===== config.mk =====
export PLATFORM = sky130hd
export DESIGN_NAME = keyed_table_lazy_delete_core
export DESIGN_NICKNAME = d
export VERILOG_FILES = /design/src/hw/rtl/kltd_pkg.sv /design/src/hw/rtl/keyed_table_lazy_delete_core.sv /design/src/hw/rtl/kltd_mem.sv /design/src/hw/rtl/kltd_out.sv /design/src/hw/rtl/kltd_ctrl.sv
export SDC_FILE = /design/constraint.sdc
export NUM_CORES = 2
export LEC_CHECK = 0
export ABC_AREA = 1
export BUFFER_PORTS_ARGS = -buffer_cell sky130_fd_sc_hd__buf_4
export CAP_MARGIN = 25
export CORE_MARGIN = 10
export CORE_UTILIZATION = 67
export DETAILED_ROUTE_END_ITERATION = 8
export GPL_TIMING_DRIVEN = 0
export PLACE_DENSITY_LB_ADDON = 0.08
export SETUP_SLACK_MARGIN = 0.5
export SLEW_MARGIN = 20
export SYNTH_ARGS = -nofsm -noshare
export SYNTH_HDL_FRONTEND = slang
export SYNTH_SLANG_ARGS = --single-unit
export TNS_END_PERCENT = 30

===== constraint.sdc =====
create_clock -name clock -period 11.7 [get_ports clock]
set_input_delay 2.34 -clock clock [delete_from_list [all_inputs] [get_ports clock]]
set_output_delay 2.34 -clock clock [all_outputs]
set_load 0.01 [all_outputs]

===== src/hw/rtl/kltd_pkg.sv =====
// ----------------------------------------------------------------------------
// kltd_pkg
// shared types and codes of the keyed table with lazy deletion
// ----------------------------------------------------------------------------
package kltd_pkg;

   localparam int FUNC_W  = 2;
   localparam int KEY_W   = 31;
   localparam int PAY_W   = 64;
   localparam int MARK_W  = 2;
   localparam int STAT_W  = 2;
   localparam int INDEX_W = 4;
   localparam int USED_W  = 5;

   localparam logic [FUNC_W-1:0] FUNC_INSERT  = 2'd0;
   localparam logic [FUNC_W-1:0] FUNC_LOOKUP  = 2'd1;
   localparam logic [FUNC_W-1:0] FUNC_DELETE  = 2'd2;
   localparam logic [FUNC_W-1:0] FUNC_COMPACT = 2'd3;

   localparam logic [MARK_W-1:0] MARK_EMPTY   = 2'd0;
   localparam logic [MARK_W-1:0] MARK_LIVE    = 2'd1;
   localparam logic [MARK_W-1:0] MARK_DELETED = 2'd2;

   localparam logic [STAT_W-1:0] STAT_OK   = 2'd0;
   localparam logic [STAT_W-1:0] STAT_FULL = 2'd1;
   localparam logic [STAT_W-1:0] STAT_DUP  = 2'd2;
   localparam logic [STAT_W-1:0] STAT_MISS = 2'd3;

   typedef struct packed {
      logic [MARK_W-1:0] mark;
      logic [KEY_W-1:0]  key;
      logic [PAY_W-1:0]  payload;
   } kltd_entry_type;

   typedef struct packed {
      logic [STAT_W-1:0]  status;
      logic [INDEX_W-1:0] hit_index;
      logic [PAY_W-1:0]   hit_payload;
      logic [USED_W-1:0]  used_count;
   } kltd_rsp_type;

endpackage


===== src/hw/rtl/keyed_table_lazy_delete_core.sv =====
// ----------------------------------------------------------------------------
// keyed_table_lazy_delete_core
// keyed slot table with insert, lookup, lazy delete and compact
// ----------------------------------------------------------------------------
// Used slots always sit packed at slots 0 to used_count-1 of a single slot
// memory (mark, key and payload per word, one read and one write per cycle).
// Every operation but an insert into a full table walks those used slots,
// one memory read per cycle; after the reads come the read latency, the
// close of the scan and the load of the output register, then the result
// beat. An insert stops early on a duplicate key, lookup and delete stop
// on the first live match, an insert into a full table goes straight to the
// result without a scan, and compact always walks all used slots, rewriting
// the surviving ones in place behind the read pointer.
// One operation is in flight at a time; the output register lets the next
// request in while a result beat still waits on rsp_ready.
// ----------------------------------------------------------------------------
module keyed_table_lazy_delete_core #(
   parameter int TABLE_SLOTS = 16
) (
   input  logic        clock,
   input  logic        reset,
   input  logic        req_valid,
   output logic        req_ready,
   input  logic [1:0]  req_func,
   input  logic [30:0] req_key,
   input  logic [63:0] req_payload,
   output logic        rsp_valid,
   input  logic        rsp_ready,
   output logic [1:0]  rsp_status,
   output logic [3:0]  rsp_hit_index,
   output logic [63:0] rsp_hit_payload,
   output logic [4:0]  rsp_used_count
);
   import kltd_pkg::*;

   localparam int IW = $clog2(TABLE_SLOTS);

   logic           mem_wr_en;
   logic [IW-1:0]  mem_wr_addr;
   kltd_entry_type mem_wr_data;
   logic           mem_rd_en;
   logic [IW-1:0]  mem_rd_addr;
   kltd_entry_type mem_rd_data;
   logic           out_free;
   logic           out_load;
   kltd_rsp_type   out_data;

   kltd_ctrl #(
      .TABLE_SLOTS(TABLE_SLOTS)
   ) u_ctrl (
      .clock       (clock),
      .reset       (reset),
      .req_valid   (req_valid),
      .req_ready   (req_ready),
      .req_func    (req_func),
      .req_key     (req_key),
      .req_payload (req_payload),
      .mem_wr_en   (mem_wr_en),
      .mem_wr_addr (mem_wr_addr),
      .mem_wr_data (mem_wr_data),
      .mem_rd_en   (mem_rd_en),
      .mem_rd_addr (mem_rd_addr),
      .mem_rd_data (mem_rd_data),
      .out_free    (out_free),
      .out_load    (out_load),
      .out_data    (out_data)
   );

   kltd_mem #(
      .DEPTH(TABLE_SLOTS),
      .WIDTH($bits(kltd_entry_type))
   ) u_mem (
      .clock   (clock),
      .wr_en   (mem_wr_en),
      .wr_addr (mem_wr_addr),
      .wr_data (mem_wr_data),
      .rd_en   (mem_rd_en),
      .rd_addr (mem_rd_addr),
      .rd_data (mem_rd_data)
   );

   kltd_out u_out (
      .clock           (clock),
      .reset           (reset),
      .load            (out_load),
      .load_data       (out_data),
      .free            (out_free),
      .rsp_valid       (rsp_valid),
      .rsp_ready       (rsp_ready),
      .rsp_status      (rsp_status),
      .rsp_hit_index   (rsp_hit_index),
      .rsp_hit_payload (rsp_hit_payload),
      .rsp_used_count  (rsp_used_count)
   );

endmodule


===== src/hw/rtl/kltd_mem.sv =====
// ----------------------------------------------------------------------------
// kltd_mem
// slot memory, one write port and one read port with registered read data
// ----------------------------------------------------------------------------
module kltd_mem #(
   parameter int DEPTH = 16,
   parameter int WIDTH = 97
) (
   input  logic                     clock,
   input  logic                     wr_en,
   input  logic [$clog2(DEPTH)-1:0] wr_addr,
   input  logic [WIDTH-1:0]         wr_data,
   input  logic                     rd_en,
   input  logic [$clog2(DEPTH)-1:0] rd_addr,
   output logic [WIDTH-1:0]         rd_data
);

   logic [WIDTH-1:0] slot_mem [DEPTH];
   logic [WIDTH-1:0] rd_data_ff;

   always_ff @(posedge clock) begin
      if (wr_en) begin
         slot_mem[wr_addr] <= wr_data;
      end
   end

   always_ff @(posedge clock) begin
      if (rd_en) begin
         rd_data_ff <= slot_mem[rd_addr];
      end
   end

   assign rd_data = rd_data_ff;

endmodule


===== src/hw/rtl/kltd_out.sv =====
// ----------------------------------------------------------------------------
// kltd_out
// result output register, frees the sequencer while a beat waits
// ----------------------------------------------------------------------------
module kltd_out (
   input  logic                    clock,
   input  logic                    reset,
   input  logic                    load,
   input  kltd_pkg::kltd_rsp_type  load_data,
   output logic                    free,
   output logic                    rsp_valid,
   input  logic                    rsp_ready,
   output logic [1:0]              rsp_status,
   output logic [3:0]              rsp_hit_index,
   output logic [63:0]             rsp_hit_payload,
   output logic [4:0]              rsp_used_count
);
   import kltd_pkg::*;

   logic         valid_ff;
   logic         valid_in;
   kltd_rsp_type data_ff;

   assign free     = !valid_ff || rsp_ready;
   assign valid_in = load || (valid_ff && !rsp_ready);

   always_ff @(posedge clock) begin
      if (reset) begin
         valid_ff <= 1'b0;
      end else begin
         valid_ff <= valid_in;
      end
   end

   always_ff @(posedge clock) begin
      if (load) begin
         data_ff <= load_data;
      end
   end

   assign rsp_valid       = valid_ff;
   assign rsp_status      = data_ff.status;
   assign rsp_hit_index   = data_ff.hit_index;
   assign rsp_hit_payload = data_ff.hit_payload;
   assign rsp_used_count  = data_ff.used_count;

endmodule


===== src/hw/rtl/kltd_ctrl.sv =====
// ----------------------------------------------------------------------------
// kltd_ctrl
// operation sequencer, scans the used slots one read per cycle
// ----------------------------------------------------------------------------
module kltd_ctrl #(
   parameter int TABLE_SLOTS = 16
) (
   input  logic                                 clock,
   input  logic                                 reset,
   input  logic                                 req_valid,
   output logic                                 req_ready,
   input  logic [1:0]                           req_func,
   input  logic [30:0]                          req_key,
   input  logic [63:0]                          req_payload,
   output logic                                 mem_wr_en,
   output logic [$clog2(TABLE_SLOTS)-1:0]       mem_wr_addr,
   output kltd_pkg::kltd_entry_type             mem_wr_data,
   output logic                                 mem_rd_en,
   output logic [$clog2(TABLE_SLOTS)-1:0]       mem_rd_addr,
   input  kltd_pkg::kltd_entry_type             mem_rd_data,
   input  logic                                 out_free,
   output logic                                 out_load,
   output kltd_pkg::kltd_rsp_type               out_data
);
   import kltd_pkg::*;

   localparam int IW = $clog2(TABLE_SLOTS);
   localparam int CW = $clog2(TABLE_SLOTS + 1);
   localparam logic [CW-1:0] FULL_CNT = CW'(TABLE_SLOTS);

   localparam logic [1:0] S_IDLE = 2'd0;
   localparam logic [1:0] S_SCAN = 2'd1;
   localparam logic [1:0] S_DONE = 2'd2;

   logic [1:0]        state_ff, state_in;
   logic [FUNC_W-1:0] op_ff, op_in;
   logic [KEY_W-1:0]  key_ff, key_in;
   logic [PAY_W-1:0]  pay_ff, pay_in;
   logic [CW-1:0]     cnt_ff, cnt_in;
   logic [CW-1:0]     ptr_ff, ptr_in;
   logic [CW-1:0]     wr_ff, wr_in;
   logic              pend_ff, pend_in;
   logic [IW-1:0]     pidx_ff, pidx_in;
   kltd_rsp_type      res_ff, res_in;

   logic              issue;
   logic              key_eq;
   logic              live_hit;
   logic              accept;

   assign req_ready = (state_ff == S_IDLE);
   assign accept    = req_valid && req_ready;
   assign issue     = (state_ff == S_SCAN) && (ptr_ff < cnt_ff);
   assign key_eq    = (mem_rd_data.key == key_ff);
   assign live_hit  = pend_ff && key_eq && (mem_rd_data.mark == MARK_LIVE);

   assign mem_rd_en   = issue;
   assign mem_rd_addr = ptr_ff[IW-1:0];
   assign out_load    = (state_ff == S_DONE) && out_free;
   assign out_data    = res_ff;

   always_comb begin
      state_in    = state_ff;
      op_in       = op_ff;
      key_in      = key_ff;
      pay_in      = pay_ff;
      cnt_in      = cnt_ff;
      ptr_in      = ptr_ff;
      wr_in       = wr_ff;
      pend_in     = 1'b0;
      pidx_in     = ptr_ff[IW-1:0];
      res_in      = res_ff;
      mem_wr_en   = 1'b0;
      mem_wr_addr = pidx_ff;
      mem_wr_data = mem_rd_data;
      case (state_ff)
         S_IDLE: begin
            if (accept) begin
               op_in  = req_func;
               key_in = req_key;
               pay_in = req_payload;
               ptr_in = '0;
               wr_in  = '0;
               if (req_func == FUNC_INSERT && cnt_ff == FULL_CNT) begin
                  res_in   = '{STAT_FULL, '0, '0, USED_W'(cnt_ff)};
                  state_in = S_DONE;
               end else begin
                  state_in = S_SCAN;
               end
            end
         end
         S_SCAN: begin
            pend_in = issue;
            if (issue) begin
               ptr_in = ptr_ff + CW'(1);
            end
            if (op_ff == FUNC_INSERT && pend_ff && key_eq) begin
               res_in   = '{STAT_DUP, INDEX_W'(pidx_ff), '0, USED_W'(cnt_ff)};
               state_in = S_DONE;
            end else if (op_ff == FUNC_LOOKUP && live_hit) begin
               res_in   = '{STAT_OK, INDEX_W'(pidx_ff), mem_rd_data.payload,
                            USED_W'(cnt_ff)};
               state_in = S_DONE;
            end else if (op_ff == FUNC_DELETE && live_hit) begin
               mem_wr_en        = 1'b1;
               mem_wr_data.mark = MARK_DELETED;
               res_in   = '{STAT_OK, INDEX_W'(pidx_ff), '0, USED_W'(cnt_ff)};
               state_in = S_DONE;
            end else if (op_ff == FUNC_COMPACT && pend_ff
                         && mem_rd_data.mark != MARK_DELETED) begin
               mem_wr_en   = 1'b1;
               mem_wr_addr = wr_ff[IW-1:0];
               wr_in       = wr_ff + CW'(1);
            end else if (!issue && !pend_ff) begin
               state_in = S_DONE;
               case (op_ff)
                  FUNC_INSERT: begin
                     mem_wr_en   = 1'b1;
                     mem_wr_addr = cnt_ff[IW-1:0];
                     mem_wr_data = '{MARK_LIVE, key_ff, pay_ff};
                     cnt_in      = cnt_ff + CW'(1);
                     res_in      = '{STAT_OK, INDEX_W'(cnt_ff[IW-1:0]), '0,
                                     USED_W'(cnt_ff + CW'(1))};
                  end
                  FUNC_COMPACT: begin
                     cnt_in = wr_ff;
                     res_in = '{STAT_OK, '0, '0, USED_W'(wr_ff)};
                  end
                  default: begin
                     res_in = '{STAT_MISS, '0, '0, USED_W'(cnt_ff)};
                  end
               endcase
            end
         end
         S_DONE: begin
            if (out_free) begin
               state_in = S_IDLE;
            end
         end
         default: begin
            state_in = S_IDLE;
         end
      endcase
   end

   always_ff @(posedge clock) begin
      if (reset) begin
         state_ff <= S_IDLE;
         cnt_ff   <= '0;
         pend_ff  <= 1'b0;
      end else begin
         state_ff <= state_in;
         cnt_ff   <= cnt_in;
         pend_ff  <= pend_in;
      end
   end

   always_ff @(posedge clock) begin
      op_ff   <= op_in;
      key_ff  <= key_in;
      pay_ff  <= pay_in;
      ptr_ff  <= ptr_in;
      wr_ff   <= wr_in;
      pidx_ff <= pidx_in;
      res_ff  <= res_in;
   end

endmodule


==> results by group <==
Run status
  • Outcome: completed

Power and ir drop
  • Worst VDD drop: 153.7 uV
  • PwrDens: 194.5 nW/um^2
  • Leak Pwr: 0.02890 uW

Cells and area
  • Nets: 5897
  • Finished Layout Cells: 7432
  • Post-synthesis to final-layout area growth: 15.62%
  • Final instance area: 86260 sq um
  • Share of cells above drive strength 1: 11.49%

STA
  • Final Hold Viols: 0
  • Fin Setup TNS: 0 ns
  • Slew Limit Fails: 0
  • Hold Worst Slack: 0.3997 ns
  • RSZ-0062 raised after global routing: false
  • Normalized max-slew margin: 22.73%
  • Max Clk Rate: 0.2226 GHz
  • Transition time of the tightest slew-check pin: 1.159 ns
  • Period utilization: 38.40%
  • Final-report setup violation count: 0
  • Final WS setup: 7.208 ns
  • Clock skew: 0.02633 ns
  • Post-layout min period: 4.492 ns

Clock tree
  • CTS tree: built
  • Resized cells post-CTS: 0
  • Hold-fix buffers, CTS: 0
  • Clk_lat worst skew: 0.80 ns
  • Setup bufs post-CTS: 0
  • CTS max path bufs: 3
  • Num Clock Sinks: 1919
  • Root Driver: clkbuf_16
  • Clock slew at reported path FFs: 0.06 ns
  • Cts bufs inserted: 184
  • H-tree levels: 4

Place
  • GP Congestion: 0.9058
  • Cells after DPL: 7059
  • DP Wirelength: 137000 um
  • Dpl ws: 7.348 ns
  • # port buffers: 176
  • Placed inst area: 80210 sq um

Route
  • WL/cell: 28.28 um
  • Drt drc: 0
  • 1st-pass router iterations: 8
  • Final ANT Viol Nets: 0
  • Met2 wire len: 97900 um
  • Initial DRC Count: 7824
  • Final WL: 210200 um
  • Wl on met1: 75590 um
  • Vias post-DR: 49446
  • DR vias/cell: 6.653
  • Routed wl met3: 26740 um
  • Highest routed layer: met5

Floorplan
  • IO Pins: 178
  • Site row count: 122
  • Core area: 110700 sq um
  • DIE HEIGHT: 353.7 um
  • Die width: 353.7 um
  • Die area: 125100 sq um
  • Initial Utilization: 67.41%

Setup path
  • Worst EP required: 12.18 ns
  • Critical path peak fanout: 19
  • Crit path arrival time: 4.98 ns
  • Worst setup EP type: flip-flop
  • Startpoint Class: flip-flop
  • Critical path class: flip-flop to flip-flop

Yosys
  • Net Count, Synth: 5400
  • Distinct cell type count after synthesis: 38
  • Share of the yosys chip area belonging to registers: 77.07%
  • Synth top area cells: edfxtp_1 77%, nor2_1 4.8%, o32ai_1 2.8%
  • Syn avg cell area: 14.11 sq um
  • Top cell type's share of synthesized area: 76.72%
  • Cells after Synth: 5287
  • Yosys warnings: 0
  • Most frequent cell after synthesis: edfxtp_1
  • Synthesized area: 74600 sq um
  • Ys async rst share: 0%
  • Post-synth top flop: edfxtp_1
  • EDFF count, synth: 1906
  • Largest area contributor in the netlist: edfxtp_1
  • Post-synth top cells: 1906 x edfxtp_1, 958 x nor2_1, 496 x nand2_1
  • Synth Register Bits: 1919

Global route
  • Antenna violations before repair: 7
  • Largest net degree at the start of global routing: 76
  • Gr ovfl total: 0
  • Vias in the first global route: 48336
  • First-pass GRT wire length: 306300 um
  • Overall routing resource usage: 32.79%

Run
  • Max-Cap Viols: 0

Min path
  • Min-delay worst type: flip-flop to flip-flop
==> final timing paths <==
| check | startpoint | end | depth (start not counted) | slack [ns] |
|---|---|---|---|---|
| max | u_ctrl.cnt_ff[2] | u_mem.slot_mem[2][39] | 21 | 7.21 |
| min | u_ctrl.out_data[34] | u_out.rsp_hit_payload[29] | 0 | 0.40 |
| max reg2reg | u_ctrl.cnt_ff[2] | u_mem.slot_mem[2][39] | 21 | 7.21 |
| min reg2reg | u_ctrl.out_data[34] | u_out.rsp_hit_payload[29] | 0 | 0.40 |
==> metal layers <==
layer,track usage (%),vias to the layer above
met4,15.41,2
li1,-,20772
met5,0,-
met2,50.94,3894
met3,7.275,645
met1,44.46,24133
==> area by class of cell <==
class                      count  area [sq um]
buffer                       334          1408
tap                         1488          1862
antenna                       17         42.54
sequential                  1919         57500
clock inverter                91         768.2
inverter                     182         700.7
timing repair buffer         311          3746
clock buffer                 238          4935
fill                        6260         24410
multi-input combinational   2852         15300
==> critical path: stages (launching register included) <==
cell	delay, ns
dfxtp_1	0.32
clkbuf_1	0.32
inv_1	0.12
ha_1	0.32
nand2_1	0.06
inv_1	0.04
o21ai_0	0.08
nand4_2	0.21
nand2_2	0.16
inv_2	0.18
nand2_2	0.13
nand3_1	0.11
nand2_1	0.07
inv_1	0.11
nand3_1	0.11
inv_1	0.09
nand2_1	0.25
nor2_4	0.58
buf_16	0.25
buf_12	0.21
buf_16	0.19
buf_16	0.19
==> metrics by stage <==
stage | utilization, % | total power (uW)
after floorplan | - | 9792
after global placement | 70.29 | 10920
after CTS | 77.63 | 16670
after global routing | 77.91 | 17230
after detailed placement | 72.48 | 11060
final | 77.94 | 16780
==> cell families (layout without fill, tap and decap cells) <==
kind of cell	Yosys count	count (layout)	share of synthesized area [%]
DFF	1919	1919	77.07
and+or+nand+nor	1719	1719	9.192
AOI/OAI and AO/OA	962	962	8.641
buffers and inverters	516	1156	2.781
muxes	150	150	2.013
adders and majority gates	12	12	0.2012
xor gates and xnor gates	9	9	0.1057
other	0	17	0
==> report_power, final <==
group	switching [uW]	internal [uW]
logic	2220	766
clock network	2490	3230
registers	74.2	8000
total	4780	12000
==> cell usage in the layout, fill, tap and decap left out, types with 173 or more instances in the layout <==
cell type	netlist	final
edfxtp_1	1906	1906
nor2_1	958	940
nand2_1	496	496
o21ai_0	411	410
clkbuf_1	277	312
o32ai_1	238	238
buf_4	1	206
clkbuf_16	0	190
nand3_1	180	179
inv_1	176	173
==> registers in the layout (all words and copies together) (netlist names), 4 cells and up <==
register	cells
u_out.rsp_used_count	5
u_ctrl.cnt_ff	5
u_mem.rd_data	97
u_ctrl.key_ff	31
u_ctrl.pidx_ff	4
u_out.rsp_hit_index	4
u_ctrl.pay_ff	64
u_ctrl.out_data	75
u_ctrl.wr_ff	5
u_out.rsp_hit_payload	64
u_mem.slot_mem	1552
u_ctrl.ptr_ff	5
(Power assumes the default switching activity.)
